[src/hdl/wfha_rank.sv]
// ----------------------------------------------------------------------------
// Worst-fit heap allocator rank unit
// Shared comparator deciding whether one bin ranks strictly above another.
// ----------------------------------------------------------------------------
`timescale 1ns / 1ps
`default_nettype none
module wfha_rank #(
  parameter int CW = 16,
  parameter int BW = 8
) (
  input  wire logic [CW-1:0] cap_a,
  input  wire logic [BW-1:0] bin_a,
  input  wire logic [CW-1:0] cap_b,
  input  wire logic [BW-1:0] bin_b,
  output logic               above
);
  always_comb begin
    if (cap_a != cap_b) begin
      above = cap_a > cap_b;
    end else begin
      above = bin_a < bin_b;
    end
  end
endmodule
`default_nettype wire

[config.mk]
export PLATFORM = sky130hd
export DESIGN_NAME = wfha_rank
export DESIGN_NICKNAME = d
export VERILOG_FILES = /design/src/hdl/wfha_rank.sv
export SDC_FILE = /design/constraint.sdc
export NUM_CORES = 1
export LEC_CHECK = 0
export BUFFER_PORTS_ARGS = -buffer_cell sky130_fd_sc_hd__buf_2
export CAP_MARGIN = 20
export CORE_UTILIZATION = 35
export DETAILED_ROUTE_END_ITERATION = 10
export PLACE_DENSITY = 0.74
export SYNTH_ARGS = -nofsm -noshare
export SYNTH_HDL_FRONTEND = slang
export SYNTH_SLANG_ARGS = --single-unit
[constraint.sdc]
create_clock -name vclk -period 3.74
set_clock_uncertainty 0.05 [all_clocks]
set_input_delay 0.748 -clock vclk [all_inputs]
set_output_delay 0.748 -clock vclk [all_outputs]
set_load 0.02 [all_outputs]
Word level (Yosys, flattened, before mapping)
Index checks and enable logic that the tools add are counted.
- register bits after elaboration: 0
- logic and storage cells: 4
- order comparisons: 2
- eq/ne operators: 1
- mux-type cells: 1
- operators by type and width (operator ; count):
    greater-than comparator 16 bit ; 1
    != test 16 bit ; 1
    less-than comparator 8 bit ; 1
    2-to-1 mux 1 bit ; 1

Depth between registers and ports, before layout
Gate-level depths: netlist of run 1.
- depth in word-level cells: 2
- depth in mapped cells: 7

Worst setup path after synthesis of run 1
OpenSTA, ideal clock, no wires.
- kind: input port to output port
- start point: in cap_b[5]
- end point: out above
- arrival: 2.046 ns
- slack: 0.896 ns
- cell stages on the path: 7
- path buffers: 0
- path through: inv_1 -> ha_1 -> nand4_2 -> a2111oi_2 -> nor3_1 -> or3_1 -> o211ai_1
- cells in the longest elaborated chain, start to end: 2
- elaborated cells between the ends (all ways): 3
- ends and longest elaborated chain (element ; RTL line ; source):
    start: declaration ; 13 ; input wire logic [CW-1:0] cap_b,
    greater-than comparator 16 bit / != test 16 bit (equally long branches) ; 19, 18 ;
    2-to-1 mux 1 bit * ; 18 ; if (cap_a != cap_b) begin
    end: declaration ; 15 ; output logic above
Mark *: on every way between the ends. The rest lies on a longest branch, timed or not.

Worst setup path after layout of run 1
Ends and elaborated chain as after synthesis.

==> results of run 1 <==
==> routing by layer <==
layer  wire [um]  track usage, %  vias up
li1            -               -      379
met1         495            15.4      291
met2         620            29.1       31
met3         108           0.851        4
met4          30            3.64        0
met5           0               0        -
==> path summary, 6_finish.rpt <==
path	start	end	slack [ns]	depth (start not counted)
setup / recovery	cap_b[5]	above	0.66	9
hold / removal	bin_a[7]	above	2.03	6
==> cell type report <==
cell class / count / area (um2)
well taps: 16 / 20.0
fillers: 179 / 686
inverters: 25 / 93.8
repair buffers: 49 / 245
multi-input cells: 54 / 497
==> cell families (layout without fill, tap and decap cells) <==
kind of cell             after synthesis  after routing
adder cells (fa/ha/maj)               23             23
AND/OR/NAND/NOR                       14             14
AO/OA/AOI/OAI                         17             17
buffers and inverters                 25             74
==> synth_stat cells <==
library cell and instances:
a2111oi_0 1, o2111ai_1 1, nand2b_1 1, inv_1 25, a21o_1 1, nand4_1 2
nor2_1 5, and4_2 1, or3_1 1, a211oi_1 4, ha_1 23, nand4_2 1
a21oi_1 2, o221ai_1 1, o21ai_0 3, o211ai_1 3, nor3b_1 1, nor3_1 1
nand2_1 1, a2111oi_2 1
==> power groups by stage <==
| stage | Combinational [mW] | Clock [mW] | Sequential, mW |
|---|---|---|---|
| finish | 0.0779 | 0 | 0 |
| global route | 0.0910 | 0 | 0 |
| CTS | 0.0799 | 0 | 0 |
| detailed placement | 0.0795 | 0 | 0 |
| global placement | 0.0764 | 0 | 0 |
| floorplan | 0.0437 | 0 | 0 |
==> tightest hold or removal path, delay by kind of cell <==
family	cells	cell delay, ns
AO/OA/AOI/OAI	3	0.21
adder cells (fa/ha/maj)	1	0.13
buffers and inverters	2	0.24
==> summary.md, run 1 <==
| Metric | Value |
|---|---|
| WS Path Type | `in -> out` |
| Slew Viols, Final | `0` |
| Register area | `0 um2` |
| Tcrit/Tclk final | `between 80 and 90%` |
| Die height | `between 40 and 50 um` |
| Top cell by count, worst path | `buf_2` |
| Final WL | `around 1300 um` |
| Synth Area in Compound Gates | `21.4%` |
| Detail Route Antenna Nets | `0` |
| Post-route setup slack | `0.656 ns` |
| Xor and xnor fraction of the mapped netlist area | `0%` |
| Seq Cell Count | `0` |
| Psw | `0.0358 mW` |
| Post-Layout Cell Count | `roughly 140` |
| Mux cell area share after synthesis | `0%` |
| Area grow syn2layout | `44.9%` |
| Ys Warns | `0` |
| Worst EP arrival | `approximately 2.3 ns` |
| Sw Ratio | `a little under half` |
| Pwr per Cell Area | `around 91 mW/mm2` |
| Ports | `49` |
| Setup bufs post-CTS | `0` |
| Vias | `a little over 700` |
| Yosys top cell area share | `about half` |
| Vias in the first global route | `between 600 and 700` |
| Wire per inst | `a little under 9 um` |
| Critical path's largest stage delay | `approximately 0.31 ns` |
| Mean Syn Cell Area | `7.48 um2` |
| Antenna cell count | `0` |
| Min Tclk post-route | `just over 3 ns` |
| Hpwl dp | `1240 um` |
| Share of cells above drive strength 1 | `about 41%` |
| DR iter-0 viols | `0` |
| CLK BUF | `0` |
| Residual DRC | `0` |
| Grt total ovfl | `0` |
| Pwr Total | `a little under 0.08 mW` |
| Crit-path slowest cell | `a2111oi_2` |
| Die footprint | `~0.0019 mm2` |
| Pre-CTS setup slack | `0.661 ns` |
| Fin util | `55.5%` |
| Crit-path leading delay family | `simple AND/OR/NAND/NOR gates` |
| Seq/Total Area, Yosys | `0%` |
| NumNets Final | `about 200` |
| Syn Inst Count | `just under 80` |
| Reg power frac | `0%` |
| Drt pass-1 iters | `1` |
| Crit path capture type | `primary output` |
| PortBufs | `49` |
| Worst path bufs/invs | `3` |
| Final setup viols | `0` |
| Critical-path cell list | `buf_2 -> inv_1 -> ha_1 -> nand4_2 -> a2111oi_2 -> nor3_1 -> or3_1 -> o211ai_1 -> buf_2` |
| Initial antenna violation count | `0` |
| Unique masters post-synth | `20` |
| Commonest cells after routing, fill and taps aside | `49 x buf_2, 25 x inv_1, 23 x ha_1` |
| Post-cts resize count | `0` |
| Hold Path Class | `in -> out` |
| Largest area contributor in the netlist | `ha_1` |
| Status | `complete, no violations` |
| Fmax | `roughly 320 MHz` |
| Final Hold Vio Count | `0` |
| Slew margin rel. | `72.7%` |
| Area of the core | `0.00154 mm2` |
| Static leakage | `0.552 nW` |
| Crit path required time | `2.94 ns` |
| Post-CTS Hold Buffers | `0` |
| GPL Wtd Cong | `about 0.78` |
| Final instance area | `approximately 860 um2` |
| Most common cell after layout, fill and taps aside | `buf_2` |
| Pint | `roughly 0.042 mW` |
| Synth area leaders | `ha_1 49%, inv_1 16%, a211oi_1 5.1%` |
| Post-Route Setup TNS | `0 ns` |
| Vias per std cell | `about 4.9` |
| Synth Net Count | `150` |
| MaxCap Viol Count | `0` |
| Total GRT Usage | `14.3%` |
| Clk pwr share | `0%` |
| First-pass GRT wire length | `around 2200 um` |
| Combinational power share | `100.0%` |
| Worst hold margin | `between 2 and 2.5 ns` |
| Simple-gate portion of the synthesized area | `between 10% and 20%` |
| RSZ-0062 raised after global routing | `no` |
| VDD IR-drop max | `0.0379 mV` |
| Synthesized area | `591 um2` |
| Largest family of logic cells by synthesized area | `adder cells` |
| DP Area | `856 um2` |
| Crit path max fanout | `3` |
| Std cell rows | `14` |
| Initial Utilization | `a little under two fifths` |
| Crit path launch type | `input pin` |
| Die width | `43.1 um` |
| Worst-margin pin slew | `roughly 0.40 ns` |
| Post-Synth Adder-Cell Area | `between 40% and 50%` |
| Placed insts | `~140` |
| Largest net degree at the start of global routing | `4` |
Note: power is estimated with default switching activity, not from simulation.
==> run 2, diff against run 1 <==
==> constraint.sdc (replaced) <==
create_clock -name vclk -period 2.9
set_clock_uncertainty 0.05 [all_clocks]
set_input_delay 0.58 -clock vclk [all_inputs]
set_output_delay 0.58 -clock vclk [all_outputs]
set_load 0.02 [all_outputs]
==> run 2 against run 1 <==
Compared with the run above:
- non-clock buffer count stayed put
- largest power group unchanged
- largest cell class unchanged
- via count is 0.28% higher
- flip-flop and latch count stayed put
- hold slack worse by 0.34 ns
- highest routed layer unchanged
- count of clock-buffer cells in the layout stayed put
==> summary.md, run 2 (same netlist as run 1, synthesis figures left out) <==
| Metric | Value |
|---|---|
| Largest net degree at the start of global routing | `4 (unchanged)` |
| Commonest cells after routing, fill and taps aside | `49 x buf_2, 25 x inv_1, 23 x ha_1` |
| Initial Utilization | `38.3% (unchanged)` |
| Drt pass-1 iters | `2 (+1)` |
| Die width | `43.1 um (unchanged)` |
| Placed insts | `144 (unchanged)` |
| Hold Startpoint | `bin_a[7]` |
| Area grow syn2layout | `44.9% (unchanged)` |
| WS Path Type | `in -> out` |
| Share of cells above drive strength 1 | `40.6% (unchanged)` |
| Worst EP arrival | `2.11 ns (-0.18 ns)` |
| First-pass GRT wire length | `2090 um (-4.4%)` |
| Final Hold Vio Count | `0 (unchanged)` |
| Post-Layout Cell Count | `144 (unchanged)` |
| Tcrit/Tclk final | `94.5%` |
| Crit path max fanout | `3 (unchanged)` |
| VDD IR-drop max | `0.0478 mV (+26%)` |
| Pint | `0.0542 mW (+29%)` |
| Std cell rows | `14 (unchanged)` |
| Hold Path Class | `in -> out` |
| Register area | `0 um2 (unchanged)` |
| PortBufs | `49 (unchanged)` |
| Combinational power share | `100.0% (about the same)` |
| Crit path launch type | `input pin` |
| Crit path capture type | `primary output` |
| Seq Cell Count | `0 (unchanged)` |
| Total GRT Usage | `13.6% (-0.69 points)` |
| Hold path endpoint | `above` |
| Clk pwr share | `0% (unchanged)` |
| Post-route setup slack | `0.160 ns (-0.496 ns)` |
| Die footprint | `0.00186 mm2 (unchanged)` |
| Initial antenna violation count | `0 (unchanged)` |
| Reg power frac | `0% (unchanged)` |
| Detail Route Antenna Nets | `0 (unchanged)` |
| Final WL | `1260 um (+0.64%)` |
| Vias in the first global route | `643 (-2.0%)` |
| Crit path required time | `2.27 ns (-0.67 ns)` |
| Hold depth | `6 (unchanged)` |
| Post-CTS Hold Buffers | `0 (unchanged)` |
| CLK BUF | `0 (unchanged)` |
| Static leakage | `0.552 nW (unchanged)` |
| Worst-margin pin slew | `0.371 ns (-0.0279 ns)` |
| Slew Viols, Final | `0 (unchanged)` |
| Final setup viols | `0 (unchanged)` |
| Pwr per Cell Area | `117 mW/mm2 (+29%)` |
| Ports | `49 (unchanged)` |
| MaxCap Viol Count | `0 (unchanged)` |
| Area of the core | `0.00154 mm2 (unchanged)` |
| Setup bufs post-CTS | `0 (unchanged)` |
| Status | `complete, no violations` |
| Min Tclk post-route | `2.74 ns` |
| Grt total ovfl | `0 (unchanged)` |
| NumNets Final | `201 (unchanged)` |
| Residual DRC | `0 (unchanged)` |
| Psw | `0.0462 mW (+29%)` |
| Pre-CTS setup slack | `0.153 ns (-0.508 ns)` |
| Fmax | `about 370 MHz` |
| GPL Wtd Cong | `0.776 (unchanged)` |
| Post-cts resize count | `0 (unchanged)` |
| Antenna cell count | `0 (unchanged)` |
| Hpwl dp | `1230 um (-0.67%)` |
| Vias | `707 (+0.28%)` |
| Sw Ratio | `46.0% (about the same)` |
| Wire per inst | `8.76 um (+0.64%)` |
| Slew margin rel. | `74.6% (+1.9 points)` |
| Most common cell after layout, fill and taps aside | `buf_2` |
| Post-Route Setup TNS | `0 ns (unchanged)` |
| Vias per std cell | `4.91 (+0.28%)` |
| DR iter-0 viols | `1 (+1)` |
| Die height | `43.1 um (unchanged)` |
| RSZ-0062 raised after global routing | `no` |
[run 2: cell counts in the layout (fill, tap and decap cells not counted)]
Identical to the previous run, type by type.
[run 2: layout make-up]
cell class	count	area [um2]
inverters	25	93.8
well taps	16	20.0
repair buffers	49	245
fillers	152	686
multi-input cells	54	497
[run 2: how the worst max path moves through the flow]
stage,startpoint,slack (ns),cells after the start,endpoint
floorplan,cap_b[5],0.39,7,above
global placement,cap_b[5],0.22,9,above
detailed placement,cap_b[5],0.15,9,above
CTS,cap_b[5],0.15,9,above
global route,cap_b[5],0.05,9,above
finish,cap_b[5],0.16,9,above
[run 2: critical path, stage by stage]
cell       delay, ns
buf_2           0.07
inv_1           0.04
ha_1            0.30
nand4_2         0.14
a2111oi_2       0.31
nor3_1          0.08
or3_1           0.31
o211ai_1        0.09
buf_2           0.19
[run 2: power groups by stage]
stage	Clock (mW)	Sequential (mW)	Combinational, mW
after floorplan	0	0	0.0564
after global placement	0	0	0.0985
after detailed placement	0	0	0.102
after CTS	0	0	0.103
after global routing	0	0	0.117
final	0	0	0.100
[run 2: layer usage]
| layer | vias up | GRT usage [%] | wire [um] |
|---|---|---|---|
| met2 | 29 | 28.5 | 634 |
| met1 | 298 | 13.7 | 502 |
| li1 | 378 | - | - |
| met3 | 2 | 1.28 | 108 |
| met5 | - | 0 | 0 |
| met4 | 0 | 3.64 | 17 |
[run 2: through the flow]
step / hold slack, ns / area, um2 / total power, mW / utilization, %
after floorplan: 1.54 / 591 / 0.0564 / -
final: 1.69 / 856 / 0.100 / 55.5
after detailed placement: 1.69 / 856 / 0.102 / 55.5
after global placement: 1.68 / 856 / 0.0985 / 55.5
after global routing: 1.74 / 856 / 0.117 / 55.5
after CTS: 1.69 / 856 / 0.103 / 55.5
==> run 3, diff against run 2 <==
--- a/config.mk
+++ b/config.mk
@@ -7,9 +7,12 @@
 export LEC_CHECK = 0
 export BUFFER_PORTS_ARGS = -buffer_cell sky130_fd_sc_hd__buf_2
 export CAP_MARGIN = 20
-export CORE_UTILIZATION = 35
+export CELL_PAD_IN_SITES_DETAIL_PLACEMENT = 0
+export CELL_PAD_IN_SITES_GLOBAL_PLACEMENT = 2
+export CORE_ASPECT_RATIO = 0.75
+export CORE_UTILIZATION = 20
 export DETAILED_ROUTE_END_ITERATION = 10
-export PLACE_DENSITY = 0.74
+export PLACE_DENSITY_LB_ADDON = 0.1
 export SYNTH_ARGS = -nofsm -noshare
 export SYNTH_HDL_FRONTEND = slang
 export SYNTH_SLANG_ARGS = --single-unit
==> run 3 against run 2 <==
Compared with the run above:
- global-route usage fell by 4.4 points
- setup slack got worse by 0.013 ns
- count of clock-buffer cells in the layout did not move
- fmax fell by 0.49%
- via count fell by 5.7%
- die area rose by 71%
- total power rose by 2.5%
- combinational power barely moved
==> summary.md, run 3 (same netlist as run 1, synthesis figures left out) <==
| Metric | Value |
|---|---|
| Status | `complete, no violations` |
| Hpwl dp | `1380 um (+12%)` |
| Hold Path Class | `in -> out` |
| Worst-margin pin slew | `0.408 ns (+0.0374 ns)` |
| First-pass GRT wire length | `2460 um (+18%)` |
| Final setup viols | `0 (unchanged)` |
| Critical-path cell list | `buf_2 -> inv_1 -> ha_1 -> nand4_2 -> a2111oi_2 -> nor3_1 -> or3_1 -> o211ai_1 -> buf_2` |
| Post-Route Setup TNS | `0 ns (unchanged)` |
| Ports | `49 (unchanged)` |
| Placed insts | `164 (+14%)` |
| Register area | `0 um2 (unchanged)` |
| Tcrit/Tclk final | `94.9% (+0.46 points)` |
| Static leakage | `0.552 nW (unchanged)` |
| Area of the core | `0.00270 mm2 (+75%)` |
| Fmax | `363 MHz (-0.49%)` |
| VDD IR-drop max | `0.0327 mV (-32%)` |
| Drt pass-1 iters | `2 (unchanged)` |
| Die width | `64.7 um (+50%)` |
| Final instance area | `881 um2 (+2.9%)` |
| Crit path max fanout | `3 (unchanged)` |
| Vias per std cell | `4.07 (-17%)` |
| Worst EP arrival | `2.12 ns (about the same)` |
| Final WL | `1420 um (+12%)` |
| Commonest cells after routing, fill and taps aside | `49 x buf_2, 25 x inv_1, 23 x ha_1` |
| CLK BUF | `0 (unchanged)` |
| Area grow syn2layout | `49.2%` |
| Antenna cell count | `0 (unchanged)` |
| DP Area | `881 um2 (+2.9%)` |
| Share of cells above drive strength 1 | `40.6% (unchanged)` |
| Grt total ovfl | `0 (unchanged)` |
| DR iter-0 viols | `11 (+10)` |
| RSZ-0062 raised after global routing | `no` |
| Vias in the first global route | `630 (-2.0%)` |
| Top cell by count, worst path | `buf_2` |
| Total GRT Usage | `9.22% (-4.4 points)` |
| Vias | `667 (-5.7%)` |
| Residual DRC | `0 (unchanged)` |
| Crit-path leading delay family | `simple AND/OR/NAND/NOR gates` |
| Detail Route Antenna Nets | `0 (unchanged)` |
| Pwr per Cell Area | `117 mW/mm2 (-0.45%)` |
| Die footprint | `0.00318 mm2 (+71%)` |
| Die height | `49.1 um (+14%)` |
| Min Tclk post-route | `2.75 ns (+0.0134 ns)` |
| Slew Viols, Final | `0 (unchanged)` |
| Wire per inst | `8.64 um (-1.4%)` |
| MaxCap Viol Count | `0 (unchanged)` |
| Crit path launch type | `input pin` |
| GPL Wtd Cong | `0.661 (-15%)` |
| Largest net degree at the start of global routing | `4 (unchanged)` |
| Post-Layout Cell Count | `164 (+14%)` |
| Seq Cell Count | `0 (unchanged)` |
| Critical path's largest stage delay | `0.31 ns (about the same)` |
| Crit-path slowest cell | `a2111oi_2` |
| Most common cell after layout, fill and taps aside | `buf_2` |
| Crit path capture type | `primary output` |
| Post-CTS Hold Buffers | `0 (unchanged)` |
| Initial Utilization | `21.9% (-16 points)` |
| WS Path Type | `in -> out` |
| Final Hold Vio Count | `0 (unchanged)` |
| Worst path bufs/invs | `3 (unchanged)` |
| Std cell rows | `16 (+2)` |
| Post-cts resize count | `0 (unchanged)` |
| NumNets Final | `201 (unchanged)` |
| Initial antenna violation count | `0 (unchanged)` |
| Setup bufs post-CTS | `0 (unchanged)` |
| Crit path required time | `2.27 ns (about the same)` |
| Slew margin rel. | `72.1% (-2.6 points)` |
| PortBufs | `49 (unchanged)` |
==> run 3: metrics by stage <==
stage,hold slack [ns],utilization (%),worst slack [ns],power [mW]
after global placement,1.70,32.6,0.197,0.104
after CTS,1.71,32.6,0.120,0.105
after global routing,1.75,32.6,0.00968,0.121
final,1.70,32.6,0.147,0.103
after floorplan,1.54,-,0.392,0.0564
after detailed placement,1.71,32.6,0.125,0.104
==> run 3: cell type report <==
class                           count  area (um2)
Timing Repair Buffer               49         245
Fill cell                         312        1820
Inverter                           25        93.8
Tap cell                           36        45.0
Multi-Input combinational cell     54         497
==> run 3: worst min-delay path, stage by stage <==
cell and delay [ns]:
buf_2 0.08, ha_1 0.14, a21oi_1 0.05, o211ai_1 0.09, o211ai_1 0.08, buf_2 0.16
==> run 3: path summary, 6_finish.rpt <==
path / start / to / slack [ns] / depth (start not counted)
worst max-delay path: cap_b[5] / above / 0.15 / 9
worst min-delay path: bin_a[7] / above / 1.70 / 6
==> run 3: report_power, final <==
part / internal, mW / total, mW / switching, mW
clock network: 0 / 0 / 0
logic: 0.0546 / 0.103 / 0.0483
registers: 0 / 0 / 0
==> run 3: metal layers <==
metal | wire, um | share of wire [%] | global-route usage [%] | up-vias
li1 | - | - | - | 377
met4 | 0 | 0 | 0 | 0
met5 | 0 | 0 | 0 | -
met3 | 110 | 7.8 | 0.467 | 0
met1 | 767 | 54 | 14.4 | 266
met2 | 539 | 38 | 14.4 | 24
